### config.mk
export PLATFORM = sky130hd
export DESIGN_NAME = rtc_with_alarm_and_rollover
export DESIGN_NICKNAME = d
export VERILOG_FILES = /design/src/hdl/rtc_pkg.sv /design/src/hdl/rtc_core.sv /design/src/hdl/rtc_with_alarm_and_rollover.sv
export SDC_FILE = /design/constraint.sdc
export NUM_CORES = 1
export LEC_CHECK = 0
export ABC_CLOCK_PERIOD_IN_PS = 6100
export BUFFER_PORTS_ARGS = -buffer_cell sky130_fd_sc_hd__buf_2
export CAP_MARGIN = 25
export CORE_UTILIZATION = 50
export CTS_CLUSTER_SIZE = 24
export DETAILED_ROUTE_END_ITERATION = 6
export PLACE_DENSITY_LB_ADDON = 0.12
export SYNTH_ARGS = -nofsm -noshare
export SYNTH_HDL_FRONTEND = slang
export SYNTH_SLANG_ARGS = --single-unit
### constraint.sdc
create_clock -name aclk -period 6.1 [get_ports aclk]
set_input_delay 0.305 -clock aclk [delete_from_list [all_inputs] [get_ports aclk]]
set_output_delay 0.305 -clock aclk [all_outputs]
set_load 0.01 [all_outputs]
### src/hdl/rtc_pkg.sv
package rtc_pkg;

    localparam int VALUE_W = 47;
    localparam int OP_W = 3;

    typedef enum logic [OP_W-1:0] {
        OP_TICK     = 3'd0,
        OP_SET      = 3'd1,
        OP_GET      = 3'd2,
        OP_ALARM    = 3'd3,
        OP_ROLLOVER = 3'd4
    } rtc_op_t;

    typedef struct packed {
        logic [OP_W-1:0]    operation;
        logic [VALUE_W-1:0] value;
        logic               in_ticks;
        logic               enable;
    } rtc_item_t;

    typedef struct packed {
        logic               status;
        logic [VALUE_W-1:0] read_value;
        logic               alarm_event;
        logic               rollover_event;
    } rtc_result_t;

endpackage

### src/hdl/rtc_core.sv
module rtc_core import rtc_pkg::*; #(
    parameter int FRACTION_BITS = 15,
    parameter int SECONDS_BITS  = 32
) (
    input  logic        aclk,
    input  logic        aresetn,
    input  logic        fire,
    input  rtc_item_t   item,
    output rtc_result_t result
);

    localparam int TICK_BITS = FRACTION_BITS + SECONDS_BITS;
    localparam int WIDE_W = (TICK_BITS > VALUE_W) ? TICK_BITS : VALUE_W;
    localparam logic [TICK_BITS:0] ONE_SECOND = (TICK_BITS+1)'(1) << FRACTION_BITS;
    localparam logic [TICK_BITS:0] TOP_TICKS =
        {1'b0, {SECONDS_BITS{1'b1}}, {FRACTION_BITS{1'b0}}};

    logic [TICK_BITS-1:0] tick_count_reg, tick_count_next;
    logic [TICK_BITS-1:0] alarm_ticks_reg, alarm_ticks_next;
    logic                 alarm_armed_reg, alarm_armed_next;
    logic                 rollover_armed_reg, rollover_armed_next;

    logic [WIDE_W-1:0]    value_wide;
    logic [WIDE_W-1:0]    count_wide;
    logic [TICK_BITS-1:0] value_ticks;
    logic [TICK_BITS-1:0] value_secs;
    logic [TICK_BITS:0]   sum;
    logic                 wrap;
    logic [TICK_BITS-1:0] ticked;

    assign value_wide  = WIDE_W'(item.value);
    assign count_wide  = WIDE_W'(tick_count_reg);
    assign value_ticks = value_wide[TICK_BITS-1:0];
    assign value_secs  = {item.value[SECONDS_BITS-1:0], {FRACTION_BITS{1'b0}}};
    assign sum         = {1'b0, tick_count_reg} + ONE_SECOND;
    assign wrap        = sum > TOP_TICKS;
    assign ticked      = wrap ? '0 : sum[TICK_BITS-1:0];

    always_comb begin
        tick_count_next     = tick_count_reg;
        alarm_ticks_next    = alarm_ticks_reg;
        alarm_armed_next    = alarm_armed_reg;
        rollover_armed_next = rollover_armed_reg;
        result              = '0;
        case (rtc_op_t'(item.operation))
            OP_TICK: begin
                tick_count_next = ticked;
                if (wrap && rollover_armed_reg) begin
                    rollover_armed_next   = 1'b0;
                    result.rollover_event = 1'b1;
                end
                result.alarm_event = alarm_armed_reg && (ticked >= alarm_ticks_reg);
            end
            OP_SET: begin
                tick_count_next = item.in_ticks ? value_ticks : value_secs;
            end
            OP_GET: begin
                if (item.in_ticks) begin
                    result.read_value = count_wide[VALUE_W-1:0];
                end else begin
                    result.read_value = VALUE_W'(tick_count_reg[TICK_BITS-1:FRACTION_BITS]);
                end
            end
            OP_ALARM: begin
                if (item.enable) begin
                    if (value_secs <= tick_count_reg) begin
                        result.status = 1'b1;
                    end else begin
                        alarm_ticks_next = value_secs;
                        alarm_armed_next = 1'b1;
                    end
                end else begin
                    alarm_armed_next = 1'b0;
                end
            end
            OP_ROLLOVER: begin
                rollover_armed_next = 1'b1;
            end
            default: begin
            end
        endcase
    end

    always_ff @(posedge aclk) begin
        if (!aresetn) begin
            tick_count_reg     <= '0;
            alarm_ticks_reg    <= '0;
            alarm_armed_reg    <= 1'b0;
            rollover_armed_reg <= 1'b0;
        end else if (fire) begin
            tick_count_reg     <= tick_count_next;
            alarm_ticks_reg    <= alarm_ticks_next;
            alarm_armed_reg    <= alarm_armed_next;
            rollover_armed_reg <= rollover_armed_next;
        end
    end

endmodule

### src/hdl/rtc_with_alarm_and_rollover.sv
// Real-time clock that counts in sub-second ticks, with an alarm and a rollover event.
// The input channel (s_valid, s_ready) carries one operation per transfer: tick,
// set time, get time, set or clear the alarm, or arm the rollover event.
// The result channel (m_valid, m_ready) returns exactly one result per operation,
// in order: a status, the time read by a get, and the alarm and rollover events of a tick.
// An operation is captured in an input register, processed combinationally
// against the clock state, and its result lands in an output register.
// Throughput is one operation per cycle while the receiver does not stall; the
// combinational add and compare on the tick count set that figure.
// Reset clears the time, the alarm time and both arm flags, and empties both registers.
// When the receiver stalls, the output register holds its result and the input
// register takes one more operation; s_ready then drops until the result is taken.
module rtc_with_alarm_and_rollover import rtc_pkg::*; #(
    parameter int FRACTION_BITS = 15,
    parameter int SECONDS_BITS  = 32
) (
    input  logic               aclk,
    input  logic               aresetn,
    input  logic               s_valid,
    output logic               s_ready,
    input  logic [OP_W-1:0]    s_operation,
    input  logic [VALUE_W-1:0] s_value,
    input  logic               s_in_ticks,
    input  logic               s_enable,
    output logic               m_valid,
    input  logic               m_ready,
    output logic               m_status,
    output logic [VALUE_W-1:0] m_read_value,
    output logic               m_alarm_event,
    output logic               m_rollover_event
);

    logic        in_valid_reg;
    rtc_item_t   item_reg;
    logic        out_valid_reg;
    rtc_result_t result_reg;
    rtc_result_t result_next;
    logic        advance;

    assign advance = in_valid_reg && (!out_valid_reg || m_ready);
    assign s_ready = !in_valid_reg || advance;

    rtc_core #(
        .FRACTION_BITS(FRACTION_BITS),
        .SECONDS_BITS (SECONDS_BITS)
    ) u_core (
        .aclk   (aclk),
        .aresetn(aresetn),
        .fire   (advance),
        .item   (item_reg),
        .result (result_next)
    );

    always_ff @(posedge aclk) begin
        if (!aresetn) begin
            in_valid_reg <= 1'b0;
        end else if (s_ready) begin
            in_valid_reg <= s_valid;
        end
        if (s_valid && s_ready) begin
            item_reg <= '{operation: s_operation, value: s_value,
                          in_ticks: s_in_ticks, enable: s_enable};
        end
    end

    always_ff @(posedge aclk) begin
        if (!aresetn) begin
            out_valid_reg <= 1'b0;
        end else if (advance) begin
            out_valid_reg <= 1'b1;
        end else if (m_ready) begin
            out_valid_reg <= 1'b0;
        end
        if (advance) begin
            result_reg <= result_next;
        end
    end

    assign m_valid          = out_valid_reg;
    assign m_status         = result_reg.status;
    assign m_read_value     = result_reg.read_value;
    assign m_alarm_event    = result_reg.alarm_event;
    assign m_rollover_event = result_reg.rollover_event;

`ifndef SYNTHESIS
    a_empty_input_ready: assert property (@(posedge aclk) disable iff (!aresetn)
        !in_valid_reg |-> s_ready)
        else $error("input register empty but s_ready low");

    a_advance_fills_output: assert property (@(posedge aclk) disable iff (!aresetn)
        advance |=> out_valid_reg)
        else $error("processed operation did not reach the output register");

    a_reject_is_quiet: assert property (@(posedge aclk) disable iff (!aresetn)
        (m_valid && m_status) |->
            (!m_alarm_event && !m_rollover_event && m_read_value == '0))
        else $error("rejected alarm result carries other fields");
`endif

endmodule
Word-level counts from Yosys, hierarchy flattened

Cells that the tools add are included.

Logic and storage cells: 56
Input bits: 56
Bits in registers: 185
Output and inout port bits: 52

Magnitude comparators: 3
Bitwise gates (word level): 1
Muxes and demuxes: 12
Equality and inequality tests: 6
Add/sub/neg operators: 1
Reduce and logical (&&, ||, !) cells: 18

Operators with widths:

| kind                                                                    | count |
|---|---|
| 47-bit two-way mux                                                      | 2 |
| 47-bit case mux with 2 select lines                                     | 1 |
| 47-bit by 16-bit adder with 48-bit output (second input constant)       | 1 |
| 48-bit by 47-bit > comparator with 1-bit output (second input constant) | 1 |
| 47-bit greater-or-equal comparator                                      | 1 |
| 47-bit <= comparator                                                    | 1 |
| 32-bit two-way mux                                                      | 1 |
| 1-bit two-way mux                                                       | 7 |
| 3-bit by 2-bit equality test with 1-bit output (second input constant)  | 2 |
| 2-bit AND reduction                                                     | 3 |
| 3-bit AND reduction                                                     | 2 |
| 2-bit nonzero test                                                      | 3 |
| 1-bit logical AND                                                       | 4 |
| 4-bit AND reduction                                                     | 1 |
| 3-bit by 1-bit equality test with 1-bit output (second input constant)  | 1 |
| 3-bit equality test (second input constant)                             | 1 |
| 3-bit zero test                                                         | 1 |
| 1-bit zero test                                                         | 2 |
| 1-bit logical OR                                                        | 2 |
| 2-bit by 1-bit != test with 1-bit output (second input constant)        | 1 |
| 2-bit != test (second input constant)                                   | 1 |
| 1-bit case mux with 2 select lines                                      | 1 |
| 1-bit inverter                                                          | 1 |

Longest topological paths before layout

Depth after elaboration: 5
Gate-level depth with buffers: 21
Depth with buffers taken out: 17

Hierarchy

From an unflattened synthesis, not the netlist that was laid out.

Cell total of the unflattened synthesis: 1084
Area total of the unflattened synthesis: 10471.3 µm²

By module, submodules not included:

| module                      | cells each | times used | area each (µm²) | sequential area each (µm²) |
|---|---|---|---|---|
| rtc_core                    | 973        | 1          | 7304.5          | 1621.6 |
| rtc_with_alarm_and_rollover | 111        | 1          | 3166.8          | 3103.0 |

Least setup slack after synthesis

OpenSTA, ideal clock, no wires.

Kind: reg2reg
Start: register u_core.tick_count_reg[16], in the netlist u_core.count_wide[16]
End: register result_reg (netlist bit m_alarm_event) (data pin)
Required time: 5839 ps
Clock period less this slack: 5074 ps
Setup time: 261 ps
Stages on the path, launching flop included: 21
Path slack: 1026 ps
Buffers on the path: 4
Arrival: 4813 ps
Cell sequence: dfxtp_1 > ha_1 > buf_2 > nand4_1 > or4_1 > nor3_1 > o22ai_1 > or4b_1 > o32ai_2 > buf_6 > buf_2 > buf_2 > a21oi_1 > ha_1 > a21o_1 > a21o_1 > a21oi_1 > nor2_1 > a2111oi_0 > a21oi_1 > o311a_1

Longest elaborated chain between the ends: 5

Ends and longest elaborated chain:

| item                                            | line                              | source |
|---|---|---|
| start: declaration                              | rtc_core.sv:18                    | `logic [TICK_BITS-1:0] tick_count_reg, tick_count_next;` |
| start signal: assignment                        | rtc_core.sv:91                    | `tick_count_reg <= tick_count_next;` |
| 47-bit by 16-bit adder with 48-bit output (*)   | rtc_core.sv:35                    | `assign sum = {1'b0, tick_count_reg} + ONE_SECOND;` |
| 48-bit by 47-bit > comparator with 1-bit output | rtc_core.sv:36                    | `assign wrap = sum > TOP_TICKS;` |
| 47-bit two-way mux (*)                          | rtc_core.sv:37                    | `assign ticked = wrap ? '0 : sum[TICK_BITS-1:0];` |
| 47-bit greater-or-equal comparator (*)          | rtc_core.sv:52                    | `result.alarm_event = alarm_armed_reg && (ticked >= alarm_ticks_reg);` |
| 1-bit logical AND (*)                           | rtc_core.sv:52                    |  |
| end signal: assignment                          | rtc_with_alarm_and_rollover.sv:75 | `result_reg <= result_next;` |
| end: declaration                                | rtc_with_alarm_and_rollover.sv:36 | `rtc_result_t result_reg;` |

Mark *: on every way between the ends. The rest lies on a longest branch, timed or not.
A chain may end at the register's enable or synchronous reset.

Worst setup path after layout

Start: register u_core.tick_count_reg[15], in the netlist u_core.count_wide[15]
End: register result_reg (netlist bit m_alarm_event) (data pin)

Same word-level chain as after synthesis.

==> impl_metrics.tcl <==
set metrics [dict create \
    fin_crit_ns 5.635 \
    worst_pin_slew_ns 1.001 \
    path_delay_family "compound AO/OA/AOI/OAI gates" \
    slew_headroom_pct 32.91 \
    synth_ff_type "edfxtp_1" \
    gp_congestion 0.9909 \
    largest_reg_flops 52 \
    dieArea_mm2 0.02148 \
    fin_tns_setup_ns 0 \
    ys_seq_area_share_pct 45.22 \
    yosysWarnings 0 \
    yosysUniqueCellTypes 66 \
    async_flop_share_pct 0 \
    cts_tree "yes" \
    antenna_found_initial 0 \
    grt_pass1_wl_um 50070 \
    synth_top_area_share_pct 29.32 \
    port_buffers 107 \
    hold_violations 0 \
    p_leak_nw 4.698 \
    layout.nets 1282 \
    worst_path_most_repeated_cell "a21oi_1" \
    ys_seq_elements 185 \
    synth_area_leaders "edfxtp_1 (29%), dfxtp_1 (16%), mux2i_1 (8.8%)" \
    grt.total_usage_pct 31.16 \
    netlist_area_mm2 0.01045 \
    drcViolationCount 0 \
    endpoint_kind "flip-flop" \
    yosys.area.top_type "edfxtp_1" \
    core_mm2 0.02036 \
    drt-total-wl_um 32550 \
    clk_pin_slew_worst_paths_ns 0.07 \
    vias_per_cell 6.107 \
    drtPass1Iterations 6 \
    crit_type "flip-flop to flip-flop" \
    syn_avg_cell_area_um2 9.728 \
    synth_nets 1195 \
    drtIter0Drc 981 \
    arrival_ns 5.82 \
    synth-edff-count 102 \
    hold_class "input port to flip-flop" \
    start_util_pct 51.30 \
    timing.max_cap.violations 0 \
    finalHoldWorstSlack_ns 0.04112 \
    setup_slack_ns 0.4652 \
    num-fill-cells 1790 \
    rsz0062_at_grt "false" \
    synth_cells 1074 \
    skew_ns 0.006921 \
    row_count 52 \
    peakVddDrop_mv 0.1823 \
    ff_latch_area_mm2 0.004725 \
    cp_slowest_cell "or4_1" \
    vias 8818 \
    post-cts-setup-buffers 0 \
    postRouteAntennaNets 0 \
    layout_common_cells "nand2_1 (120), buf_2 (108), edfxtp_1 (102)" \
    cts.sinks 185 \
    status "completed" \
    crit_buf_inv 1 \
    final_common_cell "nand2_1" \
    grt_pass1_vias 8222 \
    fin_cells 1444 \
    drive_gt1_share_pct 15.93 \
    cp-start-kind "flip-flop" \
    required_ns 6.29 \
    cts_resized 0 \
    max_stage_delay_ns 0.66 \
    dp_cells 1411 \
    hpwlAfterDp_um 24170 \
    finalMaxSlewViolations 0 \
    cts_buffer_depth 2 \
    globalRouteOverflowTotal 0 \
    fmax_ghz 0.1775 \
    multi_input_area_mm2 0.005197 \
    finalSetupViolations 0 \
    p_total_w 0.002846 \
    wl_per_cell_um 22.54 \
    timing.final.crit_share_pct 92.37 \
    diodes 0 \
    clock-root-buffer "clkbuf_16" \
    hold_buffers 0 \
    clock_latency_ns 0.43 \
    ios 108 \
    worstPathCellList "ha_1 -> nand4_1 -> or4_1 -> nor3_1 -> o22ai_1 -> or4b_1 -> o32ai_4 -> buf_12 -> a21oi_1 -> ha_1 -> a21o_1 -> a21o_1 -> a21oi_1 -> nor2_1 -> a2111oi_0 -> a21oi_1 -> o311a_1" \
    die_x_um 146.6 \
    h-tree-depth 4 \
    pre_cts_ws_ns 0.6076 \
    critPathMaxFanout 38 \
    powerDensity_mw_per_mm2 238.8 \
    grt_max_degree 80 \
    dieHeight_um 146.6 \
    cts_buffers 17 \
    syn2layout_area_growth_pct 14.08 \
]
==> per-layer routing <==
layer | track usage (%) | routed length [um]
met2 | 45.12 | 13770
met1 | 45.78 | 15050
met4 | 12.24 | 1065
met3 | 5.750 | 2670
met5 | 0 | 0
==> final cells by class <==
class	count	area share, %
Multi-Input combinational cell	750	43.61
Sequential cell	185	39.64
Timing Repair Buffer	140	6.760
Clock buffer	20	3.748
Tap cell	270	2.834
Inverter	67	2.110
Clock inverter	12	1.302
==> cells in the mapped netlist, types with 4 or more instances <==
master	number
nor3_1	21
or3_1	6
inv_1	67
a21o_1	21
a22o_1	16
or4_1	7
nor4_1	18
buf_2	14
and2_1	6
a31oi_1	7
nand2_1	120
o41ai_1	5
dfxtp_1	83
nor2b_1	8
o221ai_1	14
nor2_1	96
clkbuf_1	54
o21a_1	6
mux2_2	4
ha_1	65
nand3_1	29
and4_1	6
a211o_1	7
nand4_1	32
nand2b_1	7
a2111oi_0	6
xnor2_1	18
a21oi_1	31
edfxtp_1	102
and3_1	28
mux2i_1	92
a211oi_1	4
nand4b_1	4
o22ai_1	5
o21ai_0	21
o31ai_1	4
==> final timing paths <==
check	start	end	slack [ns]	cells after the start
hold / removal	s_value[24]	item_reg[26]$_DFFE_PP_	0.04	1
setup / recovery	u_core.count_wide[15]$_SDFFE_PN0P_	m_alarm_event$_SDFFCE_PP0P_	0.47	17
setup reg to reg	u_core.count_wide[15]$_SDFFE_PN0P_	m_alarm_event$_SDFFCE_PP0P_	0.47	17
hold reg to reg	u_core.alarm_ticks_reg[45]$_SDFFE_PN0P_	u_core.alarm_ticks_reg[45]$_SDFFE_PN0P_	0.46	2
==> cells by family (layout without fill, tap and decap cells) <==
group | after synthesis | count (layout) | share of synthesized area [%]
xor+xnor | 18 | 18 | 1.509
flops | 185 | 185 | 45.22
simple gates | 406 | 406 | 19.57
buf+inv | 139 | 239 | 5.269
fa+ha+maj | 65 | 65 | 7.784
mux | 96 | 96 | 9.245
compound gates | 165 | 165 | 11.40
==> stage by stage <==
stage | cell area, um^2 | util (%)
floorplan | 10450 | -
detailed placement | 11300 | 55.47
CTS | 11900 | 58.43
global route | 11920 | 58.53
global placement | 11290 | 55.45
finish | 11920 | 58.53
==> power breakdown <==
group,internal [W],total (W),switching (W)
logic,0.000117,0.000276,0.000159
registers,0.00136,0.00142,0.0000602
clock network,0.000632,0.00115,0.000521
total,0.00211,0.00285,0.000740
(Power assumes the default switching activity.)
